<file path="config.mk">
export PLATFORM = sky130hd
export DESIGN_NAME = srtc_div
export DESIGN_NICKNAME = d
export VERILOG_FILES = /design/src/rtl/srtc_div.sv
export SDC_FILE = /design/constraint.sdc
export NUM_CORES = 2
export LEC_CHECK = 0
export BUFFER_PORTS_ARGS = -buffer_cell sky130_fd_sc_hd__buf_2
export CORE_MARGIN = 4
export CORE_UTILIZATION = 55
export CTS_BUF_LIST = sky130_fd_sc_hd__clkbuf_4 sky130_fd_sc_hd__clkbuf_8
export DETAILED_ROUTE_END_ITERATION = 10
export GPL_TIMING_DRIVEN = 0
export PLACE_DENSITY = 0.79
export SYNTH_ARGS = -nofsm -noshare
export SYNTH_HDL_FRONTEND = slang
export SYNTH_SLANG_ARGS = --single-unit
</file>
<file path="constraint.sdc">
create_clock -name clk -period 6.1 [get_ports clk]
set_input_delay 0.305 -clock clk [delete_from_list [all_inputs] [get_ports clk]]
set_output_delay 0.305 -clock clk [all_outputs]
set_load 0.05 [all_outputs]
</file>
<file path="src/rtl/srtc_div.sv">
// Pipelined restoring divider, one quotient bit per register stage.
module srtc_div #(
	parameter int W = 32
) (
	input  logic         clk,
	input  logic         arst_n,
	input  logic         in_valid,
	input  logic [W-1:0] dividend,
	input  logic [W-1:0] divisor,
	output logic         out_valid,
	output logic [W-1:0] quotient,
	output logic [W-1:0] remainder
);

	logic         vld_s [1:W];
	logic [W-1:0] rem_s [1:W];
	logic [W-1:0] num_s [1:W];
	logic [W-1:0] den_s [1:W];
	logic [W-1:0] quo_s [1:W];

	genvar i;
	generate
		for (i = 0; i < W; i++) begin : g_stage
			logic         vld_in;
			logic [W-1:0] rem_in, num_in, den_in, quo_in;
			logic [W:0]   shifted, diff;
			logic         ge;

			if (i == 0) begin : g_first
				assign vld_in = in_valid;
				assign rem_in = '0;
				assign num_in = dividend;
				assign den_in = divisor;
				assign quo_in = '0;
			end else begin : g_next
				assign vld_in = vld_s[i];
				assign rem_in = rem_s[i];
				assign num_in = num_s[i];
				assign den_in = den_s[i];
				assign quo_in = quo_s[i];
			end

			assign shifted = {rem_in, num_in[W-1]};
			assign diff    = shifted - {1'b0, den_in};
			assign ge      = ~diff[W];

			always_ff @(posedge clk or negedge arst_n) begin
				if (!arst_n) begin
					vld_s[i+1] <= 1'b0;
				end else begin
					vld_s[i+1] <= vld_in;
				end
			end

			always_ff @(posedge clk) begin
				rem_s[i+1] <= ge ? diff[W-1:0] : shifted[W-1:0];
				num_s[i+1] <= {num_in[W-2:0], 1'b0};
				den_s[i+1] <= den_in;
				quo_s[i+1] <= {quo_in[W-2:0], ge};
			end
		end
	endgenerate

	assign out_valid = vld_s[W];
	assign quotient  = quo_s[W];
	assign remainder = rem_s[W];

endmodule

</file>
* Word-level counts from Yosys, hierarchy flattened
Memories as Yosys holds them, arrays and structs flattened.
Index checks and enable logic that the tools add are counted.
** Storage, ports and cells
- Output and inout bits :: 65
- Bits of input ports :: 67
- Memory bits (writable) :: 4064
- Word-level logic and storage cells :: 132
- Memories :: 4
- Register bits :: 32
** Cells by class
- Bitwise operators :: 32
- Multiplexer cells :: 32
- $add $sub $neg :: 32
** Memory list
- den_s :: depth 32, bits a word 32, read ports 31, clocked after memory_dff 0, wr ports 32, line 18 : logic [W-1:0] den_s [1:W];
- quo_s :: depth 32, bits a word 32, read ports 32, clocked after memory_dff 0, wr ports 32, line 19 : logic [W-1:0] quo_s [1:W];
- rem_s :: depth 32, bits a word 32, read ports 32, clocked after memory_dff 0, wr ports 32, line 16 : logic [W-1:0] rem_s [1:W];
- num_s :: depth 32, bits a word 31, read ports 31, clocked after memory_dff 0, wr ports 32, line 17 : logic [W-1:0] num_s [1:W];
** Operator list (number)
- 32-bit two-way mux :: 32
- 33-bit by 32-bit subtractor with 33-bit output :: 31
- 1-bit by 32-bit subtractor with 33-bit output :: 1
- 1-bit NOT :: 32

* Longest topological paths before layout
An unclocked memory read counts as a cell.
- Depth after elaboration :: 3
- Mapped depth :: 16
- Mapped depth without buffers :: 15

* Least setup slack after synthesis
Ideal clock, no wire load.
- Path kind :: reg-to-reg
- From :: register, netlist name num_s[0][433]
- To :: register, netlist name rem_s[7][10]
- Buffers on the path :: 1
- Arrival time :: 3.379 ns
- Cell stages (with the launch flop) :: 16
- Setup slack :: 2.600 ns
- Period minus slack after synthesis :: 3.500 ns
- Required time :: 5.979 ns
- Library setup time :: 0.121 ns
- Cells stage by stage :: dfxtp_1 -> inv_1 -> ha_1 -> fa_1 -> nor2b_1 -> o31a_1 -> o41a_1 -> o211ai_2 -> a2111o_1 -> a21oi_2 -> nor4_4 -> o31ai_1 -> a21oi_2 -> xnor2_2 -> buf_6 -> mux2_4

==> reports/qor.txt <==
Compound-Gate Fraction of Synth Area - 0.143
Routed len/inst - 16.3 um
Worst-margin pin slew - 1.35 ns
Final setup fails - 0
MaxCap Viol Count - 0
Hold crit path type - input pin to flip-flop
Minimum clock period - 5.47 ns
Final ANT Viol Nets - 0
Synth warn - 0
Top cells by area, synth - dfxtp_1 (49%), ha_1 (9.9%), mux2_2 (5.5%)
DRT Pass-1 Iters - 8
GP Congestion - 0.956
Worst path cell trace - inv_1, ha_1, fa_1, nor2b_1, o21a_1, o21ai_0, a211oi_1, o21ai_0, a21oi_1, o21ai_1, a21oi_1, nor2_1, o311ai_2, buf_2, mux2_2
Clock sinks - 3072
Multiplexer area fraction after synthesis - 0.0746
Clock latency on the worst-skew pair - 1.14 ns
Iteration-0 DRC Markers - 5296
Clk_skew - 0.0936 ns
Slew margin rel. - 0.0928
Commonest cells post-synth - dfxtp_1 (3040), inv_1 (1268), ha_1 (994)
Vias in the first global route - 85.3k
Post-Syn Area - 0.125 sq mm
WP depth - 15
Worst VDD drop - 0.000325 V
Vias per inst - 5.33
Max Fclk - 183 MHz
Rows - 174
Setup ws final - 0.626 ns
Final worst-path cycle share - 0.897
Routed WL - 265000 um
Fraction of the mapped netlist area in simple logic gates - 0.0782
Core ar. - 0.226 sq mm
CP max-delay cell - o311ai_2
Ratio of cells with drive above 1 in the final layout - 0.138
Initial antenna violation count - 3
Dpl ws - 0.579 ns
Die H - 485 um
RSZ-0062 raised after global routing - false
Setup crit start kind - flip-flop
Post-synth top flop - dfxtp_1
CTS tree - yes
Cell Area, Placed - 0.130 sq mm
CP required - 7.04 ns
Crit Path Max Fanout - 10
Total number of vias - 86.4k
Setup TNS Final - 0 ns
Yosys reg bits - 3072
Buf/Inv on CP - 2
Total power - 91.9 mW
Final Max Tran Viols - 0
Final Cell Area - 0.142 sq mm
Port Buffers - 131
Htree depth - 5
Cts bufs inserted - 480
Resized Gates After CTS - 0
Final hold slack - 0.195 ns
Post-Syn Instances - 12.1k
Fillers - 18.0k
Total grt overflow - 0
Max Buffers Root-to-Sink - 4
Leading area contributor after synthesis - dfxtp_1
Ys async rst share - 0.0104
CP endpoint kind - flip-flop
Post-layout nets - 14.0k
Status - complete, no violations
Worst EP arrival - 6.41 ns
Cell family contributing the most delay on the critical path - compound AO/OA/AOI/OAI gates
Adder-Cell Fraction of Synth Area - 0.104
Total power divided by cell area - 649 mW/mm^2
Netlist cell types - 100
Post-synthesis sequential area ratio - 0.493
Leakage power - 66.3 nW
Full die area - 0.235 sq mm
Worst Hold Path Cells - 4
Clock transition at path regs - 0.06 ns
Global-route wire length before repair - 428000 um
Largest family of logic cells by synthesized area - compound AO/OA/AOI/OAI gates
Most frequent cell after synthesis - dfxtp_1
Syn-to-layout area delta - 13.0%
Largest stage delay on the critical path - 0.84 ns
WS Path Type - flip-flop to flip-flop
Drc violations - 0
Final Hold Vio Count - 0
Synthesized area per cell - 10.3 sq um
Overall Global Routing Usage - 0.220
Post-synth EDFFs - 0
I/O pin cnt - 132
Die W - 485 um
R2R depth - 15
Xor/xnor share of the synthesized area - 0.0599
Area share of the largest cell type after synthesis - 0.486
Largest net degree at the start of global routing - 33
Half-perimeter wire length after placement - 199000 um
Initial Util - 0.555
Root Driver - clkbuf_8
[metrics by stage]
stage / utilization / cells
4_1_cts: 0.627 / 16200
6_report: 0.627 / 16200
3_5_place_dp: 0.575 / 15300
3_3_place_gp: 0.575 / 15300
2_1_floorplan: - / 12100
5_1_grt: 0.627 / 16200
[cell usage in the layout (no fill, tap or decap), drive strengths merged, types with 26 or more instances in the layout]
cell	synthesis	layout
dlygate4sd3	0	132
dfxtp	3040	3040
and3	81	81
nor4	29	29
o21bai	89	89
a21boi	34	34
xor2	278	278
o31ai	52	52
nor2b	147	147
clkbuf	171	911
o211ai	35	35
nand4	108	108
buf	79	211
or3	51	51
xnor2	570	570
inv	1270	1276
fa	31	31
a31o	40	40
clkinv	1	59
o21ai	601	601
bufinv	0	26
nor2	499	499
o31a	31	31
or2	29	29
a211oi	66	66
nor3	79	79
mux2	737	737
a21oi	853	853
o21a	150	150
a21o	475	475
nand2	582	582
mux2i	84	84
ha	994	994
nand3	205	205
nand2b	122	122
a211o	31	31
dfrtp	32	32
a31oi	123	123
[worst min-delay path: stages]
cell	delay [ns]
dlygate4sd3_1	0.52
buf_2	0.11
nor2_1	0.14
o2111a_1	0.17
[state kept, by name, indices dropped and copies added (netlist names)]
| register | count |
|---|---|
| num_s | 496 |
| g_stage.vld_in | 31 |
| rem_s | 1024 |
| den_s | 992 |
| out_valid | 1 |
| quo_s | 528 |
[path summary, 6_finish.rpt]
kind,startpoint,endpoint,slack [ns]
max,num_s[0][588]$_DFF_P_,rem_s[9][58]$_DFF_P_,0.63
min,divisor[31],rem_s[0][39]$_SDFF_PN0_,0.20
max reg2reg,num_s[0][588]$_DFF_P_,rem_s[9][58]$_DFF_P_,0.63
min reg2reg,quo_s[1][101]$_DFF_P_,quo_s[2][6]$_DFF_P_,0.29
max in group asynchronous,arst_n,g_stage[9].vld_in$_DFF_PN0_,5.69
min in group asynchronous,arst_n,out_valid$_DFF_PN0_,0.21
[cell families (layout without fill, tap and decap cells)]
| kind of cell | after synthesis | in the layout |
|---|---|---|
| mux | 821 | 821 |
| simple gates | 2027 | 2027 |
| flops | 3072 | 3072 |
| compound gates | 2808 | 2808 |
| fa+ha+maj | 1025 | 1025 |
| buf+inv | 1521 | 2619 |
| other cells | 1 | 20 |
| xor+xnor | 848 | 848 |
[layer usage]
| metal | vias to the layer above | wire length [um] | global-route usage |
|---|---|---|---|
| li1 | 43400 | - | - |
| met1 | 40400 | 117000 | 0.277 |
| met2 | 2055 | 124000 | 0.370 |
| met3 | 592 | 14400 | 0.0426 |
| met4 | 0 | 9510 | 0.0879 |
| met5 | - | 0 | 0 |
[report_power, final]
group / internal [mW] / switching (mW) / leakage [nW]
clock: 10.8 / 7.66 / 5.60
sequential: 26.3 / 3.07 / 26.0
combinational: 20.5 / 23.5 / 34.7
total: 57.6 / 34.3 / 66.3
[timing repair]
action                                  in CTS  in global routing
endpoints found under the setup margin       0                  0
endpoints found under the hold margin      114                  0
setup buffers                                0                  0
hold buffers                               133                  0
[final cells by class]
cell class,count,area [sq um],share of cell area
Antenna cell,5,12.5,0.0000884
Buffer,250,1140,0.00809
Clock buffer,740,9340,0.0660
Clock inverter,94,1190,0.00840
Inverter,1271,4770,0.0337
Multi-Input combinational cell,7544,57700,0.407
Sequential cell,3072,61700,0.436
Tap cell,2992,3740,0.0265
Timing Repair Buffer,264,2000,0.0141
(Power assumes the default switching activity.)
