`config.mk`:
```
export PLATFORM = sky130hd
export DESIGN_NAME = srtc_delay
export DESIGN_NICKNAME = d
export VERILOG_FILES = /design/src/rtl/srtc_delay.sv
export SDC_FILE = /design/constraint.sdc
export NUM_CORES = 1
export LEC_CHECK = 0
export ABC_AREA = 1
export BUFFER_PORTS_ARGS = -buffer_cell sky130_fd_sc_hd__buf_2
export CORE_ASPECT_RATIO = 0.7
export CORE_MARGIN = 2
export CORE_UTILIZATION = 50
export CTS_BUF_LIST = sky130_fd_sc_hd__clkbuf_16
export CTS_CLUSTER_SIZE = 30
export DETAILED_ROUTE_END_ITERATION = 6
export GPL_TIMING_DRIVEN = 0
export PLACE_DENSITY_LB_ADDON = 0.1
export SLEW_MARGIN = 20
export SYNTH_ARGS = -nofsm -noshare
export SYNTH_HDL_FRONTEND = slang
export SYNTH_SLANG_ARGS = --single-unit
```
`constraint.sdc`:
```
create_clock -name clk -period 0.8 [get_ports clk]
set_input_delay 0.16 -clock clk [delete_from_list [all_inputs] [get_ports clk]]
set_output_delay 0.16 -clock clk [all_outputs]
set_load 0.02 [all_outputs]
```
`src/rtl/srtc_delay.sv`:
```
// Valid-tagged delay line that keeps payload aligned with a divider.
module srtc_delay #(
	parameter int W     = 8,
	parameter int DEPTH = 32
) (
	input  logic         clk,
	input  logic         arst_n,
	input  logic         in_valid,
	input  logic [W-1:0] in_data,
	output logic         out_valid,
	output logic [W-1:0] out_data
);

	logic         vld_s [0:DEPTH-1];
	logic [W-1:0] dat_s [0:DEPTH-1];

	always_ff @(posedge clk or negedge arst_n) begin
		if (!arst_n) begin
			for (int k = 0; k < DEPTH; k++) vld_s[k] <= 1'b0;
		end else begin
			vld_s[0] <= in_valid;
			for (int k = 1; k < DEPTH; k++) vld_s[k] <= vld_s[k-1];
		end
	end

	always_ff @(posedge clk) begin
		dat_s[0] <= in_data;
		for (int k = 1; k < DEPTH; k++) dat_s[k] <= dat_s[k-1];
	end

	assign out_valid = vld_s[DEPTH-1];
	assign out_data  = dat_s[DEPTH-1];

endmodule

```
Word level (Yosys, flattened, before mapping). Memory sizes are Yosys's and may differ from the RTL's. Cells that the tools add are included.

RAM bits: 256. Memories kept: 1. Output and inout bits: 9. Register bits after elaboration: 32.

Memories: dat_s (depth 32, bits a word 8, rd ports 32, clocked after Yosys merged registers in 0, write ports 32, RTL line 15) `logic [W-1:0] dat_s [0:DEPTH-1];`.

Longest topological paths before layout. Gate-level depths: netlist (run 1).

Depth after elaboration: 0. Gate-level depth with buffers: 0. Gate-level depth less buffers: 0.

Worst setup path after synthesis (run 1). Ideal clock, no wire load.

Path kind: reg2out. Start: register vld_s (netlist bit out_valid). End: output out_valid. Cell stages (with the launch flop): 1. Arrival: 0.416 ns. Path buffers: 0. Slack: 0.224 ns. Cells stage by stage: dfrtp_1.

RTL lines: start, declared (RTL line 14) `logic vld_s [0:DEPTH-1];`; end, declared (RTL line 10) `output logic out_valid,`.

No word-level cell between the ends.

Worst setup path after layout (run 1).
Start: register vld_s (netlist bit out_valid). End: output out_valid.

No word-level cell between the ends.

==> results, run 1 <==
- The routed layout has 2001 vias.
- In this run the worst hold path is classified as in2async.
- In this run, synthesis produced a sequential element count of 288.
- Of the total power, the share spent switching nets is 0.1834.
- The initial utilization of the core area, before any placement, comes to 0.5089.
- The number of clock sinks is 288.
- The vias per cell is 3.893.
- At the pin with the least slew margin, the transition time is 0.4149 ns.
- The routed design could run at a clock period as short as 1.142 ns.
- The final core area utilization is 0.6076.
- The leakage power figure is 3.016 nW.
- The area fraction in compound gates after synthesis came to 0.
- Each instance of the synthesized netlist takes up on average 20.58 um2.
- The maximum VDD drop is 1.971 mV.
- The number of cells on the worst reg-to-reg path is 0.
- In this run the number of H-tree levels came out at 1.
- In the layout the commonest cells are dfxtp_1, dfrtp_1, clkbuf_16, dlygate4sd3_1.
- The floorplan has 33 rows.
- The number of placed instances with taps included is 464.
- The DRC violation count after routing is 0.
- The detail route stage leaves a number of antenna-violating nets equal to 0.
- The kind of cell adding the most delay to the critical path is flip-flops.
- In the global route stage, overall resource usage came out at 0.08027.
- The worst slew slack as a fraction of its limit is 0.7234.
- The horizontal extent of the die is 134.1 um.
- The total count of hold-check failures in the final report is 0.
- The number of global-route vias before repair is 1909.
- The area growth from synthesis to layout is 19.38%.
- In this run, the number of DRC markers left after iteration 0 of detailed routing was 78.
- The count of buffers added on input and output ports is 19.
- The worst setup path is captured at an output port.
- The sequential cell area fraction in the yosys report is 1.000.
- The I/O pin total is 20.
- The critical path arrival is 0.98 ns.
- The number of nets in the synthesized netlist is 299.
- The overall power consumption is 25.50 mW.
- The largest incremental delay on the critical path is 0.37 ns.
- At the later pin of the worst-skew pair, clock insertion delay measures 0.49 ns.
- The number of antenna violations at the first check in global routing came to 0.
- The cell sitting at the root of the clock tree is a clkbuf_16.
- Clock-pin slew was measured on the worst setup and hold paths at 0.06 ns.
- Of the total synthesized cell area, the portion taken by XOR and XNOR cells is 0.
- The synthesized netlist occupies a cell area of 0.005926 mm2.
- The required time reported for the critical path endpoint is 0.64 ns.
- The worst setup path is launched from a register.
- The checks that failed: setup timing.
- Across the whole layout, storage elements account for 0.005936 mm2.
- The clock skew is 0.01007 ns.
- The number of setup violations in the final report is 9.
- The global-route wire length before repair is 8.128 mm.
- After synthesis, the netlist uses 2 different library cells.
- On the critical path, the stage with the largest delay is an instance of dfrtp_1.
- Derived from the worst setup path, the maximum achievable clock frequency is 875.9 MHz.
- The power per cell area is 3605 mW/mm2.
- Together, buffers and inverters on the worst path number 1.
- The synthesized-area fraction occupied by and/or/nand/nor cells is 0.
- The congestion estimate from routability-driven global placement came to 0.5595.
- The core area is 0.01164 mm2.
- After routing, the total negative slack on setup checks comes to -2.570 ns.
- In the final layout, the share of cells above drive strength 1 is 0.1597.
- The final cycle utilization of the critical path is 1.427.
- The number of filler cells placed in the layout is 863.
- Across the run, the number of max-cap violations was 0.
- The multi-input combinational cells in the finished layout cover a total of 0 um2.
- Dividing the detail-routed wire length by the instance count gives 8.911 um.
- The setup path with the least slack is of type reg2out.
- Setup slack on the critical path of the routed design comes to -0.3417 ns.
- The peak fanout along the critical path is 1.
- The signal on the critical path passes through buf_6.
- The mux share of post-synthesis cell area is 0.
- The count of placed standard cells in the final layout, fillers left out is 514.
- The multi-input combinational gate total is 0.
- The first detailed-routing pass took 3 iterations.
- The wire-length estimate of the detail-placed layout is 2.095 mm.
- Setup repair after global routing could not meet its margin everywhere.
- The routed wire length is 4.580 mm.
- The share of total power dissipated in the clock network is 0.394.
- The die extent in y is 95.08 um.
- The commonest non-fill, non-tap cell in the layout is dfxtp_1.
- The number of warnings issued by yosys is 0.
- After global routing the overflow that remains totals 0.
- The flow ran to the end, but the final reports show violations.
- The number of max-slew violations in the final report is 0.
- The share of power burned in combinational logic is 0.007.
- The largest net degree at the start of global routing is 33.
- The reported net switching power is 4.677 mW.
- The full die area is 0.01275 mm2.
- In the final design database the tool counted 353 nets.
- The buffers inserted during post-CTS setup optimization is 0.
- The maximum count of clock buffers along a single path is 3.
- The share of total power dissipated in sequential elements is 0.599.
- The count of inserted antenna diode cells is 0.
- TritonCTS built the clock tree.
- In the synthesized netlist, the number of instances is 288.
- Of the total synthesized cell area, the portion taken by full adders, half adders and majority gates is 0.
- The number of cells on the critical path is 1.
- The clock buffer count from CTS is 23.
- The internal power contribution is 20.83 mW.
[power by group through the flow]
stage	sequential, mW	combinational (mW)	clock, mW
3_3_place_gp	15.6	0.103	0
3_5_place_dp	15.6	0.107	0
2_1_floorplan	15.6	0	0
4_1_cts	15.3	0.170	10.5
6_report	15.3	0.168	10.1
5_1_grt	15.4	0.185	11.0
[final cells by class]
cell class,count,area share
flip-flops and latches,288,0.8391
clock buffers,25,0.08843
repair buffers,29,0.03590
well taps,157,0.02777
clock inverters,15,0.008843
[kinds of logic (layout without fill, tap and decap cells)]
kind of cell | Yosys count | in the layout
DFF | 288 | 288
buffers and inverters | 0 | 69
[layer usage]
| metal | part of all wire | vias to the layer above | track usage |
|---|---|---|---|
| met5 | 0 | - | 0 |
| met4 | 0.055 | 0 | 0.05000 |
| met3 | 0.066 | 21 | 0.03775 |
| met2 | 0.37 | 44 | 0.1154 |
| met1 | 0.50 | 944 | 0.09897 |
| li1 | - | 992 | - |
[cell usage after synthesis]
cell type    n  area, um2
dfxtp_1    256       5125
dfrtp_1     32      800.8
[final timing paths]
| check | startpoint | end | slack (ns) |
|---|---|---|---|
| setup / recovery | out_valid$_DFF_PN0_ | out_valid | -0.34 |
| hold / removal | arst_n | vld_s[1]$_DFF_PN0_ | 0.16 |
| setup reg to reg | vld_s[14]$_DFF_PN0_ | vld_s[13]$_DFF_PN0_ | 0.32 |
| hold reg to reg | dat_s[16][3]$_DFF_P_ | dat_s[17][3]$_DFF_P_ | 0.32 |
| max in group asynchronous | arst_n | vld_s[27]$_DFF_PN0_ | 0.33 |
| min in group clk | in_data[6] | dat_s[0][6]$_DFF_P_ | 0.31 |
[registers in the layout (all words and copies together) (netlist names)]
register and flops:
vld_s 31, dat_s 256, out_valid 1
[metrics by stage]
step                instance area (um2)  setup WS [ns]  hold WS (ns)
floorplan                          5926         0.2240       -0.1356
global placement                   6217         0.1564        0.1981
detailed placement                 6217        0.08872        0.2355
CTS                                7072        -0.3719        0.2363
global route                       7074        -0.3840        0.2136
finish                             7074        -0.3417        0.1617
[timing repair]
| item | in CTS | in global routing |
|---|---|---|
| endpoints found under the hold margin | 41 | 0 |
| gates resized for setup | 26 | 1 |
| hold buffers | 10 | 0 |
| endpoints found under the setup margin | 9 | 41 |
Power figures use the tool's default switching activity.
==> inputs of run 2 (changes only) <==
--- a/config.mk
+++ b/config.mk
@@ -6,13 +6,13 @@
 export NUM_CORES = 1
 export LEC_CHECK = 0
 export ABC_AREA = 1
-export BUFFER_PORTS_ARGS = -buffer_cell sky130_fd_sc_hd__buf_2
 export CORE_ASPECT_RATIO = 0.7
 export CORE_MARGIN = 2
 export CORE_UTILIZATION = 50
 export CTS_BUF_LIST = sky130_fd_sc_hd__clkbuf_16
 export CTS_CLUSTER_SIZE = 30
 export DETAILED_ROUTE_END_ITERATION = 6
+export DONT_BUFFER_PORTS = 1
 export GPL_TIMING_DRIVEN = 0
 export PLACE_DENSITY_LB_ADDON = 0.1
 export SLEW_MARGIN = 20
==> constraint.sdc (replaced) <==
create_clock -name clk -period 1.2 [get_ports clk]
set_input_delay 0.24 -clock clk [delete_from_list [all_inputs] [get_ports clk]]
set_output_delay 0.24 -clock clk [all_outputs]
set_load 0.02 [all_outputs]
==> run 2 against run 1 <==
  * The flow now finishes without violations
  * Final cell count down 3.1%
  * Sequential share of layout area grew 1.4 points
  * Global-route usage barely moved
  * Largest cell class unchanged
==> results, run 2 (synthesized netlist as in run 1, its figures left out) <==
- The buffers inserted during post-CTS setup optimization is 0 (unchanged).
- The type of the worst min-delay path is in2async.
- The number of cells on the worst reg-to-reg path is 0 (unchanged).
- The power per cell area came to 2458 mW/mm2 (-32%).
- The global placement routability congestion is 0.5620 (+0.45%).
- The routed wire length is 4.582 mm (about the same).
- The quantity of I/O buffers inserted on ports is 0 (-19).
- The post-route minimum period is 1.169 ns.
- The DRC violation count after routing came to 0 (unchanged).
- The largest net degree at the start of global routing came to 33 (unchanged).
- The sum of net half-perimeters after detailed placement is 2.140 mm (+2.2%).
- The overall power consumption is 17.09 mW (-33%).
- The total grt overflow came to 0 (unchanged).
- The maximum VDD drop is 1.393 mV (-29%).
- The largest register by flop count is dat_s.
- The clock buffer count from CTS is 23 (unchanged).
- The critical path class is reg2out.
- The maximum clock rate is 855.2 MHz.
- The aggregate global-route resource usage is 0.07993 (-0.0003324).
- The number of vias in the routed layout is 1950 (-2.5%).
- The layout cell share with drive strength beyond 1 is 0.08798 (-0.07169).
- The actual slew at the worst max-slew pin is 0.2103 ns (-0.2046 ns).
- The flow ran to the end, and the final reports show no timing, DRC or antenna violations.
- The detailed-router iteration count before antenna repair was 2 (-1).
- The detail-routed net length per standard cell is 9.201 um (+3.3%).
- The required time reported for the critical path endpoint came to 0.96 ns (+0.32 ns).
- The number of antenna violations at the first check in global routing is 0 (unchanged).
- The number of clock sinks is 288 (unchanged).
- The post-CTS clock slew at the launch and capture registers of the worst setup and hold paths is 0.07 ns (about the same).
- The global-route wire length before repair was 8.066 mm (-0.76%).
- The total count of hold-check failures in the final report was 0 (unchanged).
- The met2 wire length came to 1.864 mm (+8.6%).
- The count of inserted antenna diode cells is 0 (unchanged).
- The highest metal layer carrying signal wires in the routed design is met4.
- The clock skew is 0.006350 ns (-0.003720 ns).
- The leakage power figure was 2.952 nW (-2.1%).
- The multi-input logic area was 0 um2 (unchanged).
- Setup repair after global routing left no endpoint under its margin.
- The commonest non-fill, non-tap cell in the layout is dfxtp_1.
- The initial core utilization came to 0.5089 (unchanged).
- The horizontal extent of the die came to 134.1 um (unchanged).
- The die extent in y came to 95.08 um (unchanged).
- The vias per cell is 3.916 (+0.58%).
- The cell at the root of the clock tree is clkbuf_16.
- The minimum setup slack after placement is 0.5425 ns (+0.4537 ns).
- STA classifies the critical path endpoint as an output port.
- The multi-input combinational gate total was 0 (unchanged).
- The H-tree depth reported by CTS is 1 (unchanged).
- The area added between synthesis and finish is 17.31%.
- The CTS tree is built.
- The length of routed met3 wiring was 280 um (-6.7%).
- The reported max-cap violation count is 0 (unchanged).
- The critical path arrival is 0.93 ns (-0.05 ns).
- The number of flip-flops under the largest register name came to 256 (unchanged).
- The smallest setup slack after layout was 0.03067 ns (+0.3723 ns).
- The I/O pin total is 20 (unchanged).
- The peak fanout along the critical path is 1 (unchanged).
- The number of nets with antenna violations after detailed routing is 0 (unchanged).
- The number of DRC violations after detailed-routing iteration 0 is 69 (-12%).
- The number of rows created at floorplan is 33 (unchanged).
- The worst setup path is launched from a register.
- The core area was 0.01164 mm2 (unchanged).
- The final cycle utilization of the critical path is 0.9744.
- The full die area came to 0.01275 mm2 (unchanged).
- The detailed-routing wirelength on met1 was 2.265 mm (-1.9%).
- The final net count is 335 (-5.1%).
- The worst slew slack as a fraction of its limit was 0.8596 (+0.1362).
- In the layout the commonest cells are dfxtp_1, dfrtp_1, clkbuf_16, dlygate4sd3_1.
- The number of cells on the critical path is 0 (-1).
- The insertion delay of the later-clocked pin in the worst-skew pair is 0.49 ns (about the same).
- The number of setup violations in the final report came to 0 (-9).
- The number of global-route vias before repair is 1826 (-4.3%).
- The number of max-slew violations in the final report came to 0 (unchanged).
- The maximum count of clock buffers along a single path was 3 (unchanged).
- The total negative slack for setup checks is 0 ns (+2.570 ns).
## run 2: timing repair
item,CTS,global route
gates resized for setup,0,1
endpoints found under the hold margin,41,0
hold buffers,11,0
setup endpoints to repair,0,1
## run 2: per-layer routing
metal  up-vias  GRT usage
li1        961          -
met1       929     0.1015
met2        44     0.1150
met3        16    0.03509
met4         0    0.04649
met5         -          0
## run 2: final cells by class
cell class	count	area (um2)
fill	907	4692
clock inverter	18	107.6
clock buffer	24	600.6
sequential	288	5927
tap	157	196.4
timing repair buffer	11	120.1
## run 2: path summary, 6_finish.rpt
kind	start	end	slack (ns)
max in group asynchronous	arst_n	vld_s[30]$_DFF_PN0_	0.82
worst min-delay path	arst_n	vld_s[4]$_DFF_PN0_	0.22
worst max register to register	vld_s[23]$_DFF_PN0_	vld_s[22]$_DFF_PN0_	0.71
min in group clk	in_data[4]	dat_s[0][4]$_DFF_P_	0.29
worst min register to register	dat_s[18][0]$_DFF_P_	dat_s[19][0]$_DFF_P_	0.32
worst max-delay path	out_valid$_DFF_PN0_	out_valid	0.03
## run 2: per-stage QoR
step / instances / utilization / hold WS (ns) / instance area (um2)
floorplan: 288 / - / -0.05559 / 5926
global placement: 445 / 0.5258 / -0.05500 / 6122
detailed placement: 445 / 0.5258 / -0.05492 / 6122
CTS: 498 / 0.5969 / 0.2079 / 6950
global route: 498 / 0.5970 / 0.2394 / 6952
finish: 498 / 0.5970 / 0.2165 / 6952
## run 2: power breakdown
| part | internal, mW | leakage (nW) | switching, mW | total [mW] |
|---|---|---|---|---|
| Combinational | 0.0281 | 0.0512 | 0.0236 | 0.0517 |
| Sequential | 10.1 | 2.53 | 0.122 | 10.2 |
| Clock | 3.84 | 0.367 | 2.99 | 6.83 |
| Total | 14.0 | 2.95 | 3.13 | 17.1 |
